File: config.mk
export PLATFORM = sky130hd
export DESIGN_NAME = arcpg_ctrl
export DESIGN_NICKNAME = d
export VERILOG_FILES = /design/src/rtl/arcpg_pkg.sv /design/src/rtl/arcpg_ctrl.sv
export SDC_FILE = /design/constraint.sdc
export NUM_CORES = 1
export LEC_CHECK = 0
export BUFFER_PORTS_ARGS = -buffer_cell sky130_fd_sc_hd__buf_2
export CAP_MARGIN = 20
export CORE_AREA = 2 2 39 41
export CTS_CLUSTER_SIZE = 24
export DETAILED_ROUTE_END_ITERATION = 10
export DIE_AREA = 0 0 41 43
export MAX_ROUTING_LAYER = met4
export PLACE_DENSITY = 0.61
export SLEW_MARGIN = 10
export SYNTH_ARGS = -nofsm -noshare
export SYNTH_HDL_FRONTEND = slang
export SYNTH_SLANG_ARGS = --single-unit
File: constraint.sdc
create_clock -name i_clk -period 1.7 [get_ports i_clk]
set_clock_uncertainty 0.1 [all_clocks]
set_input_delay 0.34 -clock i_clk [delete_from_list [all_inputs] [get_ports i_clk]]
set_output_delay 0.34 -clock i_clk [all_outputs]
set_load 0.03 [all_outputs]
File: src/rtl/arcpg_pkg.sv
// Package for the arc point generator: widths, constants, CORDIC angle table,
// coordinate rounding and saturation, and the controller/datapath structs.
// No dependencies.
`default_nettype none

package arcpg_pkg;

    // Angle units: 1/256 degree, one full turn is 92160.
    localparam int FULL_TURN    = 92160;
    localparam int SEG_W        = 6;
    localparam int SEG_RESET    = 32;
    localparam int MAX_SEGMENTS = 63;

    // Span divider geometry.
    localparam int DIV_W        = 18;
    localparam int DVR_W        = 6;
    localparam int DIV_CNT_W    = 6;

    // Phase = m * 2^32 / 92160 = m * 2^21 / 45 = m * 46603 + floor(17 * m / 45).
    // The last term is a reciprocal multiply by ceil(2^27 / 45), which is exact
    // while 17 * m stays below 2^27 / 37.
    localparam int PHASE_MUL_HI      = 46603;
    localparam int PHASE_MUL_LO      = 17;
    localparam int PHASE_RECIP       = 2982617;
    localparam int PHASE_RECIP_SHIFT = 27;

    // CORDIC.
    localparam int CORDIC_STEPS = 30;
    localparam int CORDIC_W     = 34;
    localparam logic signed [CORDIC_W-1:0] CORDIC_GAIN = 34'sd652032874;

    // Commands from the controller to the datapath.
    typedef struct packed {
        logic load;
        logic span_div;
        logic span_done;
        logic angle;
        logic reduce;
        logic phase_div;
        logic cordic_init;
        logic cordic_step;
        logic mul_x;
        logic mul_y;
        logic fin;
        logic emit;
        logic advance;
    } t_cmd;

    // Status from the datapath to the controller.
    typedef struct packed {
        logic nonpos;
        logic div_busy;
        logic m_ok;
        logic cordic_done;
        logic last;
        logic out_free;
    } t_status;

    // Arctangent of 2^-k in units of 2^-32 turn.
    function automatic logic [29:0] atan_turns(input logic [4:0] k);
        logic [29:0] v;
        unique case (k)
            5'd0:  v = 30'd536870912;
            5'd1:  v = 30'd316933406;
            5'd2:  v = 30'd167458907;
            5'd3:  v = 30'd85004756;
            5'd4:  v = 30'd42667331;
            5'd5:  v = 30'd21354465;
            5'd6:  v = 30'd10679838;
            5'd7:  v = 30'd5340245;
            5'd8:  v = 30'd2670163;
            5'd9:  v = 30'd1335087;
            5'd10: v = 30'd667544;
            5'd11: v = 30'd333772;
            5'd12: v = 30'd166886;
            5'd13: v = 30'd83443;
            5'd14: v = 30'd41722;
            5'd15: v = 30'd20861;
            5'd16: v = 30'd10430;
            5'd17: v = 30'd5215;
            5'd18: v = 30'd2608;
            5'd19: v = 30'd1304;
            5'd20: v = 30'd652;
            5'd21: v = 30'd326;
            5'd22: v = 30'd163;
            5'd23: v = 30'd81;
            5'd24: v = 30'd41;
            5'd25: v = 30'd20;
            5'd26: v = 30'd10;
            5'd27: v = 30'd5;
            5'd28: v = 30'd3;
            5'd29: v = 30'd1;
            default: v = 30'd0;
        endcase
        return v;
    endfunction

    // Round a Q30 product to Q16.16, add the center and saturate to 32 bits.
    function automatic logic [31:0] place_coord(input logic signed [31:0] center,
                                                input logic signed [63:0] prod);
        logic signed [63:0] rnd;
        logic signed [63:0] shd;
        logic signed [34:0] sum;
        logic [31:0] res;
        rnd = prod + 64'sd536870912;
        shd = rnd >>> 30;
        sum = 35'(center) + 35'(signed'(shd[33:0]));
        if (sum > 35'sd2147483647) begin
            res = 32'h7FFF_FFFF;
        end else if (sum < -35'sd2147483648) begin
            res = 32'h8000_0000;
        end else begin
            res = sum[31:0];
        end
        return res;
    endfunction

endpackage

`default_nettype wire

File: src/rtl/arcpg_ctrl.sv
// Controller state machine for the arc point generator.
// Depends on arcpg_pkg.
`default_nettype none

module arcpg_ctrl (
    input  wire logic               i_clk,
    input  wire logic               i_rst_n,
    input  wire logic               i_valid,
    output logic                    o_ready,
    input  wire arcpg_pkg::t_status i_status,
    output arcpg_pkg::t_cmd         o_cmd
);
    import arcpg_pkg::*;

    typedef enum logic [3:0] {
        S_IDLE, S_SPAN, S_SPAN_W, S_ANGLE, S_REDUCE, S_PHASE, S_PHASE_W,
        S_CORDIC, S_MULX, S_MULY, S_FIN, S_EMIT
    } t_state;

    t_state r_state;
    t_state n_state;
    t_cmd   n_cmd;

    // Next state and commands.
    always_comb begin
        n_state = r_state;
        n_cmd   = '0;
        unique case (r_state)
            S_IDLE: begin
                if (i_valid && !i_status.nonpos) begin
                    n_cmd.load = 1'b1;
                    n_state    = S_SPAN;
                end
            end
            S_SPAN: begin
                n_cmd.span_div = 1'b1;
                n_state        = S_SPAN_W;
            end
            S_SPAN_W: begin
                if (!i_status.div_busy) begin
                    n_cmd.span_done = 1'b1;
                    n_state         = S_ANGLE;
                end
            end
            S_ANGLE: begin
                n_cmd.angle = 1'b1;
                n_state     = S_REDUCE;
            end
            S_REDUCE: begin
                if (i_status.m_ok) begin
                    n_state = S_PHASE;
                end else begin
                    n_cmd.reduce = 1'b1;
                end
            end
            S_PHASE: begin
                n_cmd.phase_div = 1'b1;
                n_state         = S_PHASE_W;
            end
            S_PHASE_W: begin
                n_cmd.cordic_init = 1'b1;
                n_state           = S_CORDIC;
            end
            S_CORDIC: begin
                if (i_status.cordic_done) begin
                    n_state = S_MULX;
                end else begin
                    n_cmd.cordic_step = 1'b1;
                end
            end
            S_MULX: begin
                n_cmd.mul_x = 1'b1;
                n_state     = S_MULY;
            end
            S_MULY: begin
                n_cmd.mul_y = 1'b1;
                n_state     = S_FIN;
            end
            S_FIN: begin
                n_cmd.fin = 1'b1;
                n_state   = S_EMIT;
            end
            S_EMIT: begin
                if (i_status.out_free) begin
                    n_cmd.emit = 1'b1;
                    if (i_status.last) begin
                        n_state = S_IDLE;
                    end else begin
                        n_cmd.advance = 1'b1;
                        n_state       = S_ANGLE;
                    end
                end
            end
            default: n_state = S_IDLE;
        endcase
    end

    always_ff @(posedge i_clk) begin
        if (!i_rst_n) begin
            r_state <= S_IDLE;
        end else begin
            r_state <= n_state;
        end
    end

    assign o_cmd   = n_cmd;
    assign o_ready = (r_state == S_IDLE);

endmodule

`default_nettype wire

==> results by group <==
STA
  • Minimum clock period after layout: 1855 ps
  • Hold Slack: roughly 300 ps
  • Setup Viol. Count Final: 2
  • Final WS setup: -155.4 ps
  • Achievable Freq: 539.0 MHz
  • Max-slew violation total from the final report: 0
  • Transition time at the pin with the least slew margin: 234.7 ps
  • Setup repair after global routing missed its margin: true
  • Fraction of the cycle the final worst path needs: 109.1%
  • Count of final hold-check violations: 0
  • Slew Limit Headroom: 84.23%

Setup path
  • Critical path startpoint: r_state[3]$_SDFFE_PN0P_
  • Path depth of the worst reg2reg path: 5
  • Worst path max stage delay: between 500 and 600 ps
  • Worst path cell trace: or4_4, clkinvlp_4, and2_4, buf_6
  • Data arrival time of the critical path: 1420 ps
  • Kind of critical path: flip-flop to output port
  • Critical Path Sink Type: output port
  • Startpoint type of the worst setup path: flip-flop
  • Source of the worst register-to-register timing path: r_state[3]$_SDFFE_PN0P_
  • Worst endpoint required time: around 1300 ps
  • CP max stage cell: or4_4
  • Largest fanout on the critical path: 2

Global routing
  • First-pass GRT wire length: around 1800 microns
  • Pin count of the biggest net entering global routing: 15
  • Total routing resource utilization after global routing: 14.90%
  • Via count of the first global-routing pass: 459
  • Initial antenna violation count: 0
  • Global route overflow: 0

Placement
  • Hpwl dp: 809.3 microns
  • PortBufs: 22
  • Final Wtd Congestion: 0.7769

Outcome
  • Run status: finished with violations
  • Violations in the final reports: setup timing

Power
  • Largest voltage drop on the vdd net: 0.3450 mV
  • Leakage power: 0.3012 nW
  • Power density normalized to cell area: 560.1 nW/um^2
  • Total chip power: 381.9 uW

Synth
  • Arithmetic-cell share of the synthesized area counting full adders, half adders and majority gates: 0%
  • Count of distinct cell types in the synthesized netlist: 25
  • Largest area contributor in the netlist: dfxtp_1
  • Share of the synthesized netlist area taken by xor and xnor gates: 0%
  • Number of warnings reported in the yosys synthesis log: 0
  • Mean area per synthesized cell: 6.611 sq um
  • Area fraction in compound gates after synthesis: 17.98%
  • Simple logic cell fraction of the synthesized area: just under 50%
  • Seq/Total Area, Yosys: about 20%
  • Cell Area, Synth: 396.6 sq um
  • Multiplexer area fraction after synthesis: 5.047%
  • Post-synthesis register bit count: 4
  • Post-synth top area share: 20.19%
  • Cells after Synth: 60
  • Net count after synthesis: slightly below 70
  • Combinational family with the most area after synthesis: simple AND/OR/NAND/NOR gates
  • Synth area leaders: dfxtp_1, nor3_1, nand2b_1

Finish
  • Final core occ: 49.28%
  • Fraction of layout cells with a size suffix above 1: about half
  • Registers with the highest flip-flop counts: r_state: 4 flops
  • NumNets Final: 98
  • Max FFs per register: 4
  • Area Overhead vs Synth: 71.92%
  • Filler Cells Inserted: 148
  • Most flop-heavy register: r_state
  • Final antenna diode count: 0

Detailed routing
  • Drt total wl: around 1100 microns
  • Initial DRC Count: 7
  • Number of remaining DRC errors: 0
  • Post-DR wirelength/cell: 10.99 microns
  • Routed vias/inst: 5.010
  • Antenna Violating Nets Remaining: 0
  • Number of vias after detailed routing: about 520
  • Detailed-routing iteration count for the pre-antenna-repair pass: 4

Floorplan
  • Core Region: roughly 1400 sq um
  • Horiz. Die Dim: 41 microns
  • I/O pin cnt: 23
  • Rows: 14
  • Height of the die: around 43 microns
  • Area of the die: 1763 sq um
  • Effective utilization at floorplan: 28.66%

Clocking
  • Root buffer selected by CTS: clkbuf_4
  • Clock latency on the worst-skew pair: 230 ps
  • Clock Tree Buf Depth: 2
  • Clock tree from TritonCTS: yes
  • TritonCTS sink count: 4
  • Clock transition at the registers of the reported paths: around 40 ps
  • H-Tree Depth: 1
  • Number of clock buffers inserted by TritonCTS: 3

Job
  • Max-cap violations: 0

Worst hold path
  • Kind of path behind the tightest hold check: input port to flip-flop
  • Hold depth: 2
  • Worst Min Path Start: i_rst_n
-- metrics by stage --
stage,TNS (ps),area [sq um],worst slack [ps],std cells
finish,-276.5,681.9,-155.4,103
global route,-471.6,681.9,-195.0,103
CTS,-270.1,623.1,-166.8,102
detailed placement,0,566.8,20.17,98
global placement,0,566.8,43.33,98
floorplan,-382.8,425.4,-138.1,60
-- final cells by class --
class                   instances  area [sq um]  area share (%)
clock buffers                   3         22.52           3.303
inverters                       3         15.01           2.202
multi-input cells              49         352.8           51.74
flip-flops and latches          4         80.08           11.74
well taps                      16         20.02           2.936
repair buffers                 28         191.4           28.07
-- per-layer routing --
| metal | GRT usage, % | wire (microns) | vias up | share of wire [%] |
|---|---|---|---|---|
| li1 | - | - | 265 | - |
| met1 | 16.03 | 467 | 233 | 41 |
| met2 | 24.06 | 593 | 14 | 52 |
| met3 | 3.141 | 47 | 4 | 4.2 |
| met4 | 8.000 | 23 | 0 | 2.0 |
| met5 | - | 0 | - | 0 |
-- what timing repair did --
item	in CTS	in global routing
hold endpoints to repair	0	0
gates resized for setup	7	16
setup buffers	1	1
pin swaps	1	1
setup endpoints to repair	7	12
hold buffers	0	0
-- cell usage after synthesis --
library cell / count
nand2_1: 8
nor2_1: 7
nor3_1: 7
nand2b_1: 5
dfxtp_1: 4
buf_2: 3
nand3_1: 3
and2_1: 2
inv_1: 2
mux2i_1: 2
nor4_1: 2
o21ai_0: 2
a211o_1: 1
a21oi_1: 1
a2bb2oi_1: 1
clkbuf_1: 1
inv_2: 1
nor2b_1: 1
nor3b_1: 1
o211a_1: 1
o211ai_2: 1
o22ai_1: 1
o32a_1: 1
or2b_1: 1
or4_4: 1
-- worst max-delay path, delay by kind of cell (launching register included) --
kind / cells / cell delay (ps)
DFF: 1 / 300
and+or+nand+nor: 2 / 680
buffers and inverters: 2 / 210
-- logic make-up after synthesis --
family,count (synthesis)
compound gates,9
buf+inv,7
flops,4
mux,2
simple gates,38
-- power breakdown --
group	total [mW]	switching (mW)	leakage, nW	internal [mW]
registers	0.102	0.00246	0.0325	0.0993
logic	0.162	0.0880	0.255	0.0737
clock network	0.118	0.0394	0.0138	0.0790
-- path summary, 6_finish.rpt --
check / slack [ps] / to
hold / removal: 300 / r_state[3]$_SDFFE_PN0P_
setup reg to reg: 120 / r_state[0]$_SDFFE_PN0P_
hold reg to reg: 540 / r_state[2]$_SDFFE_PN0P_
setup / recovery: -160 / o_cmd[12]
-- layout by cell type (no fill, tap or decap), types with 3 or more instances in the layout --
master    instances
nand2_1           8
nor3_2            4
buf_4            13
clkbuf_4          3
nor3_1            3
nand3_1           3
dfxtp_1           4
nand2b_4          3
nor2_1            7
buf_2            12
buf_6             3
Power figures use the tool's default switching activity.
